## src/rtl/bts_pkg.sv

```systemverilog
`timescale 1ns / 1ps

package bts_pkg;

   localparam int SIZE_BITS = 24;
   localparam int LEN_BITS  = 13;
   localparam int CRC_BITS  = 32;
   localparam logic [LEN_BITS-1:0] MAX_BLOCK = 13'd4096;
   localparam logic [LEN_BITS-1:0] BLOCK_LENGTH_RESET = 13'd4096;

   localparam logic [7:0] SID_TRANSFER_DATA     = 8'h36;
   localparam logic [7:0] SID_TRANSFER_DATA_POS = 8'h76;
   localparam logic [CRC_BITS-1:0] CRC_POLY     = 32'hEDB88320;

   // configuration register indexes
   localparam logic CSR_BLOCK_LENGTH = 1'b0;
   localparam logic CSR_CLAIMED      = 1'b1;

   // report status codes
   localparam logic [2:0] ST_OK          = 3'd0;
   localparam logic [2:0] ST_BAD_ARG     = 3'd1;
   localparam logic [2:0] ST_NOT_CLAIMED = 3'd2;
   localparam logic [2:0] ST_READ_FAILED = 3'd3;
   localparam logic [2:0] ST_REJECTED    = 3'd4;
   localparam logic [2:0] ST_BAD_RESP    = 3'd5;

   localparam logic KIND_FRAME  = 1'b0;
   localparam logic KIND_REPORT = 1'b1;

   // output queue depth and the most results one transaction can cause
   localparam int RSP_DEPTH    = 4;
   localparam int RSP_PTR_BITS = 2;
   localparam int RSP_CNT_BITS = 3;
   localparam int MAX_RESULTS  = 3;

   typedef enum logic [1:0] {
      ACT_START = 2'd0,
      ACT_DATA  = 2'd1,
      ACT_RESP  = 2'd2,
      ACT_FAIL  = 2'd3
   } action_type;

   typedef enum logic [1:0] {
      PH_IDLE = 2'd0,
      PH_FILL = 2'd1,
      PH_WAIT = 2'd2
   } phase_type;

   typedef struct packed {
      logic                  kind;
      logic [7:0]            frame_byte;
      logic                  frame_end;
      logic [2:0]            status;
      logic [SIZE_BITS-1:0]  bytes_sent;
      logic [SIZE_BITS-1:0]  blocks_done;
      logic [7:0]            last_counter;
      logic [CRC_BITS-1:0]   checksum;
      logic                  run_last;
   } rsp_item_type;

   typedef struct packed {
      logic [1:0]                        count;
      rsp_item_type [MAX_RESULTS-1:0]    item;
   } rsp_push_type;

endpackage

```

## src/rtl/block_transfer_sender_with_crc.sv

```systemverilog
`timescale 1ns / 1ps
// the first result of a transaction is valid in the cycle after it is accepted
// throughput: one transaction per cycle; a data byte that opens a block yields three
// results, so the input stalls while the four-entry result queue drains
// sustained rate, set by the single result port: one result per cycle unless stalled
// reset: synchronous, clears the transfer state and queue, restores the configuration

module block_transfer_sender_with_crc (
   input  logic                           clock,
   input  logic                           reset,
   input  logic                           req_valid,
   output logic                           req_stall,
   input  logic [1:0]                     req_action,
   input  logic [bts_pkg::SIZE_BITS-1:0]  req_total_size,
   input  logic [7:0]                     req_first_counter,
   input  logic [7:0]                     req_data_byte,
   input  logic [4:0]                     req_resp_length,
   input  logic [7:0]                     req_resp_first,
   input  logic [7:0]                     req_resp_second,
   input  logic                           req_resp_negative,
   input  logic                           req_link_error,
   output logic                           rsp_valid,
   input  logic                           rsp_stall,
   output logic                           rsp_kind,
   output logic [7:0]                     rsp_frame_byte,
   output logic                           rsp_frame_end,
   output logic [2:0]                     rsp_status,
   output logic [bts_pkg::SIZE_BITS-1:0]  rsp_bytes_sent,
   output logic [bts_pkg::SIZE_BITS-1:0]  rsp_blocks_done,
   output logic [7:0]                     rsp_last_counter,
   output logic [bts_pkg::CRC_BITS-1:0]   rsp_checksum,
   output logic                           rsp_run_last,
   input  logic                           csr_valid,
   output logic                           csr_ready,
   input  logic                           csr_index,
   input  logic [bts_pkg::LEN_BITS-1:0]   csr_data
);

   bts_pkg::rsp_push_type push;
   bts_pkg::rsp_item_type head;
   logic                  room;
   logic                  accept;

   assign csr_ready = 1'b1;
   assign req_stall = !room;
   assign accept    = req_valid && room;

   bts_core u_core (
      .clock             (clock),
      .reset             (reset),
      .accept            (accept),
      .req_action        (req_action),
      .req_total_size    (req_total_size),
      .req_first_counter (req_first_counter),
      .req_data_byte     (req_data_byte),
      .req_resp_length   (req_resp_length),
      .req_resp_first    (req_resp_first),
      .req_resp_second   (req_resp_second),
      .req_resp_negative (req_resp_negative),
      .req_link_error    (req_link_error),
      .csr_write         (csr_valid && csr_ready),
      .csr_index         (csr_index),
      .csr_data          (csr_data),
      .push              (push)
   );

   bts_rsp_fifo u_fifo (
      .clock     (clock),
      .reset     (reset),
      .push      (push),
      .pop       (!rsp_stall),
      .not_empty (rsp_valid),
      .room      (room),
      .head      (head)
   );

   assign rsp_kind         = head.kind;
   assign rsp_frame_byte   = head.frame_byte;
   assign rsp_frame_end    = head.frame_end;
   assign rsp_status       = head.status;
   assign rsp_bytes_sent   = head.bytes_sent;
   assign rsp_blocks_done  = head.blocks_done;
   assign rsp_last_counter = head.last_counter;
   assign rsp_checksum     = head.checksum;
   assign rsp_run_last     = head.run_last;

endmodule

```

## src/rtl/bts_core.sv

```systemverilog
`timescale 1ns / 1ps

module bts_core (
   input  logic                          clock,
   input  logic                          reset,
   input  logic                          accept,
   input  logic [1:0]                    req_action,
   input  logic [bts_pkg::SIZE_BITS-1:0] req_total_size,
   input  logic [7:0]                    req_first_counter,
   input  logic [7:0]                    req_data_byte,
   input  logic [4:0]                    req_resp_length,
   input  logic [7:0]                    req_resp_first,
   input  logic [7:0]                    req_resp_second,
   input  logic                          req_resp_negative,
   input  logic                          req_link_error,
   input  logic                          csr_write,
   input  logic                          csr_index,
   input  logic [bts_pkg::LEN_BITS-1:0]  csr_data,
   output bts_pkg::rsp_push_type         push
);

   localparam int SB = bts_pkg::SIZE_BITS;
   localparam int LB = bts_pkg::LEN_BITS;
   localparam int CB = bts_pkg::CRC_BITS;

   logic [LB-1:0]     block_length_ff;
   logic              claimed_ff;

   bts_pkg::phase_type phase_ff, phase_in;
   logic [7:0]        counter_ff, counter_in;
   logic [SB-1:0]     offset_ff, offset_in;
   logic [SB-1:0]     file_size_ff, file_size_in;
   logic [LB-1:0]     fill_ff, fill_in;
   logic [LB-1:0]     goal_ff, goal_in;
   logic [CB-1:0]     committed_ff, committed_in;
   logic [CB-1:0]     pending_ff, pending_in;
   logic [SB-1:0]     sent_ff, sent_in;
   logic [SB-1:0]     blocks_ff, blocks_in;
   logic [7:0]        last_cnt_ff, last_cnt_in;
   logic [LB-1:0]     latched_ff, latched_in;

   logic [SB-1:0]     next_offset;
   logic [SB-1:0]     next_rem;
   logic [LB-1:0]     next_fill;
   logic              resp_ok;
   logic              bad_len;

   function automatic logic [CB-1:0] crc_byte(input logic [CB-1:0] crc, input logic [7:0] b);
      logic [CB-1:0] c;
      c = ~crc ^ {{(CB-8){1'b0}}, b};
      for (int i = 0; i < 8; i++) begin
         c = (c >> 1) ^ (c[0] ? bts_pkg::CRC_POLY : {CB{1'b0}});
      end
      return ~c;
   endfunction

   function automatic bts_pkg::rsp_item_type make_frame(input logic [7:0] b, input logic fin,
                                                        input logic last);
      bts_pkg::rsp_item_type r;
      r            = '0;
      r.kind       = bts_pkg::KIND_FRAME;
      r.frame_byte = b;
      r.frame_end  = fin;
      r.run_last   = last;
      return r;
   endfunction

   function automatic bts_pkg::rsp_item_type make_report(
      input logic [2:0] st, input logic [SB-1:0] sent, input logic [SB-1:0] blocks,
      input logic [7:0] last_cnt, input logic [CB-1:0] crc);
      bts_pkg::rsp_item_type r;
      r              = '0;
      r.kind         = bts_pkg::KIND_REPORT;
      r.status       = st;
      r.bytes_sent   = sent;
      r.blocks_done  = blocks;
      r.last_counter = last_cnt;
      r.checksum     = crc;
      r.run_last     = 1'b1;
      return r;
   endfunction

   always_ff @(posedge clock) begin
      if (reset) begin
         block_length_ff <= bts_pkg::BLOCK_LENGTH_RESET;
         claimed_ff      <= 1'b0;
      end else if (csr_write) begin
         case (csr_index)
            bts_pkg::CSR_BLOCK_LENGTH: block_length_ff <= csr_data;
            bts_pkg::CSR_CLAIMED:      claimed_ff      <= csr_data[0];
            default: ;
         endcase
      end
   end

   assign next_offset = offset_ff + {{(SB-LB){1'b0}}, goal_ff};
   assign next_rem    = file_size_ff - next_offset;
   assign next_fill   = fill_ff + 1'b1;
   assign bad_len     = (block_length_ff == '0) || (block_length_ff > bts_pkg::MAX_BLOCK);
   // echo of the counter only checked when a second byte is present
   assign resp_ok     = !req_link_error && (req_resp_length != 5'd0)
                        && (req_resp_first == bts_pkg::SID_TRANSFER_DATA_POS)
                        && !((req_resp_length >= 5'd2) && (req_resp_second != counter_ff))
                        && !req_resp_negative;

   always_comb begin
      phase_in     = phase_ff;
      counter_in   = counter_ff;
      offset_in    = offset_ff;
      file_size_in = file_size_ff;
      fill_in      = fill_ff;
      goal_in      = goal_ff;
      committed_in = committed_ff;
      pending_in   = pending_ff;
      sent_in      = sent_ff;
      blocks_in    = blocks_ff;
      last_cnt_in  = last_cnt_ff;
      latched_in   = latched_ff;
      push         = '0;
      if (accept) begin
         case (bts_pkg::action_type'(req_action))
            bts_pkg::ACT_START: begin
               phase_in = bts_pkg::PH_IDLE;
               if (req_total_size == '0 || bad_len) begin
                  push.count   = 2'd1;
                  push.item[0] = make_report(bts_pkg::ST_BAD_ARG, '0, '0, '0, '0);
               end else if (!claimed_ff) begin
                  push.count   = 2'd1;
                  push.item[0] = make_report(bts_pkg::ST_NOT_CLAIMED, '0, '0, '0, '0);
               end else begin
                  counter_in   = req_first_counter;
                  offset_in    = '0;
                  file_size_in = req_total_size;
                  committed_in = '0;
                  pending_in   = '0;
                  sent_in      = '0;
                  blocks_in    = '0;
                  last_cnt_in  = '0;
                  latched_in   = block_length_ff;
                  fill_in      = '0;
                  goal_in      = (req_total_size < {{(SB-LB){1'b0}}, block_length_ff})
                                 ? req_total_size[LB-1:0] : block_length_ff;
                  phase_in     = bts_pkg::PH_FILL;
               end
            end
            bts_pkg::ACT_DATA: begin
               if (phase_ff == bts_pkg::PH_FILL) begin
                  pending_in = crc_byte(pending_ff, req_data_byte);
                  fill_in    = next_fill;
                  if (next_fill >= goal_ff) begin
                     phase_in = bts_pkg::PH_WAIT;
                  end
                  // a block opens with the service id and the counter
                  if (fill_ff == '0) begin
                     push.count   = 2'd3;
                     push.item[0] = make_frame(bts_pkg::SID_TRANSFER_DATA, 1'b0, 1'b0);
                     push.item[1] = make_frame(counter_ff, 1'b0, 1'b0);
                     push.item[2] = make_frame(req_data_byte, next_fill >= goal_ff, 1'b1);
                  end else begin
                     push.count   = 2'd1;
                     push.item[0] = make_frame(req_data_byte, next_fill >= goal_ff, 1'b1);
                  end
               end
            end
            bts_pkg::ACT_RESP: begin
               if (phase_ff == bts_pkg::PH_WAIT) begin
                  blocks_in   = blocks_ff + 1'b1;
                  last_cnt_in = counter_ff;
                  push.count  = 2'd0;
                  if (!resp_ok) begin
                     phase_in     = bts_pkg::PH_IDLE;
                     push.count   = 2'd1;
                     push.item[0] = make_report(req_resp_negative ? bts_pkg::ST_REJECTED
                                                                  : bts_pkg::ST_BAD_RESP,
                                                sent_ff, blocks_in, counter_ff, committed_ff);
                  end else begin
                     committed_in = pending_ff;
                     sent_in      = sent_ff + {{(SB-LB){1'b0}}, goal_ff};
                     offset_in    = next_offset;
                     counter_in   = counter_ff + 1'b1;
                     if (next_offset >= file_size_ff) begin
                        phase_in     = bts_pkg::PH_IDLE;
                        push.count   = 2'd1;
                        push.item[0] = make_report(bts_pkg::ST_OK, sent_in, blocks_in,
                                                   counter_ff, pending_ff);
                     end else begin
                        fill_in    = '0;
                        goal_in    = (next_rem < {{(SB-LB){1'b0}}, latched_ff})
                                     ? next_rem[LB-1:0] : latched_ff;
                        pending_in = pending_ff;
                        phase_in   = bts_pkg::PH_FILL;
                     end
                  end
               end
            end
            bts_pkg::ACT_FAIL: begin
               if (phase_ff == bts_pkg::PH_FILL) begin
                  phase_in     = bts_pkg::PH_IDLE;
                  push.count   = 2'd1;
                  push.item[0] = make_report(bts_pkg::ST_READ_FAILED, sent_ff, blocks_ff,
                                             last_cnt_ff, committed_ff);
               end
            end
            default: ;
         endcase
      end
   end

   always_ff @(posedge clock) begin
      if (reset) begin
         phase_ff     <= bts_pkg::PH_IDLE;
         counter_ff   <= '0;
         offset_ff    <= '0;
         file_size_ff <= '0;
         fill_ff      <= '0;
         goal_ff      <= '0;
         committed_ff <= '0;
         pending_ff   <= '0;
         sent_ff      <= '0;
         blocks_ff    <= '0;
         last_cnt_ff  <= '0;
         latched_ff   <= '0;
      end else begin
         phase_ff     <= phase_in;
         counter_ff   <= counter_in;
         offset_ff    <= offset_in;
         file_size_ff <= file_size_in;
         fill_ff      <= fill_in;
         goal_ff      <= goal_in;
         committed_ff <= committed_in;
         pending_ff   <= pending_in;
         sent_ff      <= sent_in;
         blocks_ff    <= blocks_in;
         last_cnt_ff  <= last_cnt_in;
         latched_ff   <= latched_in;
      end
   end

endmodule

```

## src/rtl/bts_rsp_fifo.sv

```systemverilog
`timescale 1ns / 1ps

module bts_rsp_fifo (
   input  logic                  clock,
   input  logic                  reset,
   input  bts_pkg::rsp_push_type push,
   input  logic                  pop,
   output logic                  not_empty,
   output logic                  room,
   output bts_pkg::rsp_item_type head
);

   localparam int PB = bts_pkg::RSP_PTR_BITS;
   localparam int CB = bts_pkg::RSP_CNT_BITS;

   bts_pkg::rsp_item_type entries_ff [bts_pkg::RSP_DEPTH];
   logic [PB-1:0] wr_ptr_ff, wr_ptr_in;
   logic [PB-1:0] rd_ptr_ff, rd_ptr_in;
   logic [CB-1:0] count_ff, count_in;
   logic          do_pop;

   assign not_empty = (count_ff != '0);
   // room for a full burst of results from one transaction
   assign room      = (count_ff <= CB'(bts_pkg::RSP_DEPTH - bts_pkg::MAX_RESULTS));
   assign head      = entries_ff[rd_ptr_ff];
   assign do_pop    = pop && not_empty;

   assign wr_ptr_in = wr_ptr_ff + PB'(push.count);
   assign rd_ptr_in = rd_ptr_ff + PB'(do_pop);
   assign count_in  = count_ff + CB'(push.count) - CB'(do_pop);

   always_ff @(posedge clock) begin
      for (int i = 0; i < bts_pkg::MAX_RESULTS; i++) begin
         if (i < int'(push.count)) begin
            entries_ff[wr_ptr_ff + PB'(i)] <= push.item[i];
         end
      end
   end

   always_ff @(posedge clock) begin
      if (reset) begin
         wr_ptr_ff <= '0;
         rd_ptr_ff <= '0;
         count_ff  <= '0;
      end else begin
         wr_ptr_ff <= wr_ptr_in;
         rd_ptr_ff <= rd_ptr_in;
         count_ff  <= count_in;
      end
   end

endmodule

```

## config.mk

```make
export PLATFORM = sky130hd
export DESIGN_NAME = block_transfer_sender_with_crc
export DESIGN_NICKNAME = d
export VERILOG_FILES = /design/src/rtl/bts_pkg.sv /design/src/rtl/block_transfer_sender_with_crc.sv /design/src/rtl/bts_core.sv /design/src/rtl/bts_rsp_fifo.sv
export SDC_FILE = /design/constraint.sdc
export NUM_CORES = 2
export LEC_CHECK = 0
export BUFFER_PORTS_ARGS = -buffer_cell sky130_fd_sc_hd__buf_2
export CAP_MARGIN = 20
export CELL_PAD_IN_SITES_DETAIL_PLACEMENT = 1
export CELL_PAD_IN_SITES_GLOBAL_PLACEMENT = 1
export CORE_MARGIN = 5
export CORE_UTILIZATION = 30
export CTS_BUF_LIST = sky130_fd_sc_hd__clkbuf_4
export CTS_CLUSTER_SIZE = 8
export DETAILED_ROUTE_END_ITERATION = 10
export GPL_ROUTABILITY_DRIVEN = 0
export MAX_ROUTING_LAYER = met4
export PLACE_DENSITY_LB_ADDON = 0.1
export SETUP_SLACK_MARGIN = 0.4
export SYNTH_ARGS = -nofsm -noshare
export SYNTH_HDL_FRONTEND = slang
export SYNTH_HIERARCHICAL = 1
export SYNTH_SLANG_ARGS = --single-unit
```

## constraint.sdc

```tcl
create_clock -name clock -period 12.8 [get_ports clock]
set_clock_uncertainty 0.2 [all_clocks]
set_input_delay 1.28 -clock clock [delete_from_list [all_inputs] [get_ports clock]]
set_output_delay 1.28 -clock clock [all_outputs]
set_load 0.02 [all_outputs]
```

==> flow_summary.yaml <==
layout:
  nets: 5083
  instances_no_fill: 6849
  area_delta_synth_final_pct: 10.2
  drive_gt1_share_pct: 14.5
  num-fill-cells: 16092
power_and_ir_drop:
  p_leak_nw: 15.7
  peakVddDrop_mv: 0.0785
  finalPower_mw: 5.36
  power_density_nw_per_um2: 119
clocking:
  cts_resized: 0
  cts.clk_slew.worst_paths_ns: 0.06
  cts.sinks: 646
  cts_root_buffer: "clkbuf_4"
  cts_max_level: 4
  post-cts-setup-buffer-count: 0
  clock_latency_ns: 1.21
  numCtsBuffers: 199
  max-clock-path-buffers: 3
  cts_tree: "built"
  holdBufCountCts: 12
timing:
  hold_viol_final: 0
  min_period_over_period_pct: 67.9
  setup_viol: 0
  drv_slew: 0
  period_needed_ns: 8.70
  worstMarginPinSlew_ns: 1.15
  fmax_mhz: 115
  rsz0062_at_grt: "false"
  fin_hold_ws_ns: 0.173
  slew_headroom_pct: 23.3
  setup_tns_ns: 0
synth:
  yosys_warnings: 6
  synth.avg_cell_area_um2: 8.52
  synth-edff-count: 408
  synth-seq-cells: 646
  synth_area_um2: 40800
  synthDistinctLibCells: 87
  ys.flop_type: "edfxtp_1"
  ys_seq_area_share_pct: 41.7
  synth_cells: 4793
  postSynth.asyncResetShare_pct: 0
detailed_routing:
  viasPerCell: 5.21
  dr.first_iter.drc_count: 2126
  antenna_left: 0
  post_drt_wl_per_cell_um: 23.1
  first_pass_iters: 5
  wl_mm: 158
  drc_errors: 0
  vias: 35681
global_route:
  grt_pass1_vias: 37088
  antenna_found_initial: 9
  grt_busiest_layer: "met2"
  use_met2_pct: 35.6
  grt_start_max_net_pins: 148
  grt_pass1_wl_mm: 237
  met1_usage_pct: 29.6
  grt_use_total_pct: 22.5
  grtUsageMet3_pct: 3.81
  grt.overflow.total: 0
worst_setup_path:
  worst_path_max_delay_cell: "buf_4"
  cp_common_cell: "buf_4"
  setup.worst_path.end_class: "register"
  cp.required_ns: 13.48
  crit_family: "simple AND/OR/NAND/NOR gates"
  critical_path_class: "register to register"
  slowest_delay_ns: 0.74
  cp-start-kind: "register"
  path_buf_inv: 5
  cp.arrival_ns: 9.38
  critPathMaxFanout: 67
run_status:
  status: "finished clean"
die:
  die_area_um2: 144000
  start_util_pct: 30.2
  die_height_um: 379
  core-area_um2: 135000
  boundaryPins: 189
  num_rows: 135
  die_w_um: 379
placed_design:
  dpl.cell_count: 6468
  port_buffers: 187
  dpl.hpwl_mm: 99.5
min_path:
  hold_class: "primary input to register"
run:
  maxCapViolations: 0
synth_stat cells (86+ instances only):
| cell type | instances | area, um2 |
|---|---|---|
| nand2_1 | 1049 | 3940 |
| nor2_1 | 686 | 2570 |
| a31oi_1 | 417 | 2610 |
| edfxtp_1 | 408 | 12300 |
| a21oi_1 | 278 | 1390 |
| dfxtp_1 | 238 | 4760 |
| buf_4 | 209 | 1570 |
| clkbuf_1 | 163 | 612 |
| buf_2 | 124 | 621 |
| mux4_2 | 102 | 2300 |
| o21ai_0 | 101 | 505 |
| nand3_1 | 97 | 485 |
| ha_1 | 94 | 1180 |
| xnor2_1 | 86 | 753 |
worst paths after layout:
check                          start                   endpoint  slack [ns]  cells after the start
max                u_core/goal_ff[0]   u_fifo/entries_ff[0][83]        4.10                     26
min                      csr_data[6]  u_core/block_length_ff[6]        0.17                      3
max reg2reg        u_core/goal_ff[0]   u_fifo/entries_ff[0][83]        4.10                     26
min reg2reg  u_core/committed_ff[19]    u_core/committed_ff[19]        0.25                      2
cells in the final DEF (no fill, tap or decap), types with 11 or more instances in the layout:
master / Yosys / routed
or3_1: 24 / 24
diode_2: 0 / 15
dfxtp_1: 238 / 236
inv_1: 73 / 73
nand3b_1: 16 / 16
xor2_1: 64 / 64
mux4_2: 102 / 102
xnor2_1: 86 / 86
a21oi_1: 278 / 277
a211oi_1: 16 / 14
nand2b_1: 15 / 14
ha_1: 94 / 94
buf_4: 209 / 65
o31ai_1: 23 / 22
and3_1: 34 / 33
nand3_1: 97 / 96
buf_2: 124 / 186
nor4_1: 11 / 11
clkinv_1: 0 / 34
nor2_1: 686 / 684
conb_1: 2 / 187
mux2i_1: 20 / 20
nor3_1: 74 / 74
dlygate4sd3_1: 0 / 12
nor2b_1: 21 / 20
clkbuf_4: 0 / 303
nand4_1: 17 / 17
nand2_1: 1049 / 1048
and2_1: 33 / 32
a21o_1: 29 / 29
a31oi_1: 417 / 417
a22oi_1: 81 / 81
edfxtp_1: 408 / 408
o21ai_0: 101 / 99
state kept, by name, summed over array words and instances, names as in the netlist:
| register | count |
|---|---|
| u_fifo/count_ff | 3 |
| u_fifo/rd_ptr_ff | 2 |
| u_core/offset_ff | 24 |
| u_core/block_length_ff | 13 |
| u_core/goal_ff | 13 |
| u_core/fill_ff | 13 |
| u_core/file_size_ff | 24 |
| u_core/pending_ff | 32 |
| u_core/last_cnt_ff | 8 |
| u_core/claimed_ff | 1 |
| u_core/sent_ff | 24 |
| u_fifo/wr_ptr_ff | 2 |
| u_core/counter_ff | 8 |
| u_core/phase_ff | 2 |
| u_fifo/entries_ff | 408 |
| u_core/latched_ff | 13 |
| u_core/committed_ff | 32 |
| u_core/blocks_ff | 24 |
power by group:
part | switching (mW) | leakage (nW) | internal (mW) | total (mW)
sequential | 0.0601 | 5.53 | 2.23 | 2.29
clock | 1.01 | 1.50 | 1.09 | 2.10
combinational | 0.610 | 8.63 | 0.353 | 0.962
cells by family after synthesis:
kind of cell	count (synthesis)	share of synthesized area [%]
compound gates	1036	15.8
buf+inv	619	8.34
xor+xnor	150	3.22
flops	646	41.7
simple gates	2118	21.7
fa+ha+maj	98	3.08
mux	124	6.17
other cells	2	0.0184
layer usage:
metal  part of all wire (%)  up-vias
met5                      0        -
met4                    2.4        0
met3                    4.5      245
met2                     46      759
met1                     47    17681
li1                       -    16996
worst register-to-register path: cells and delay by family (launching register included):
family                     cells  cell delay (ns)
adders and majority gates      3             1.03
and+or+nand+nor                9             2.99
DFF                            1             0.40
buffers and inverters          5             1.84
xor gates and xnor gates       1             0.08
AOI/OAI and AO/OA              8             1.85
area by class of cell:
type	count	area (um2)	share of cell area (%)
antenna	15	37.5	0.0834
tap	1781	2230	4.95
inverter	75	282	0.626
timing repair buffer	266	1600	3.56
sequential	646	17000	37.8
multi-input combinational	3713	21300	47.3
clock inverter	50	259	0.576
clock buffer	303	2270	5.06
stage by stage:
step / instance area, um2 / worst slack (ns) / utilization (%)
finish: 45000 / 4.10 / 33.3
detailed placement: 42300 / 4.09 / 31.2
global route: 45000 / 3.38 / 33.2
global placement: 42300 / 4.33 / 31.2
CTS: 44900 / 4.05 / 33.2
floorplan: 41500 / 0.434 / -
No activity file was read; power rests on OpenSTA's default activity.
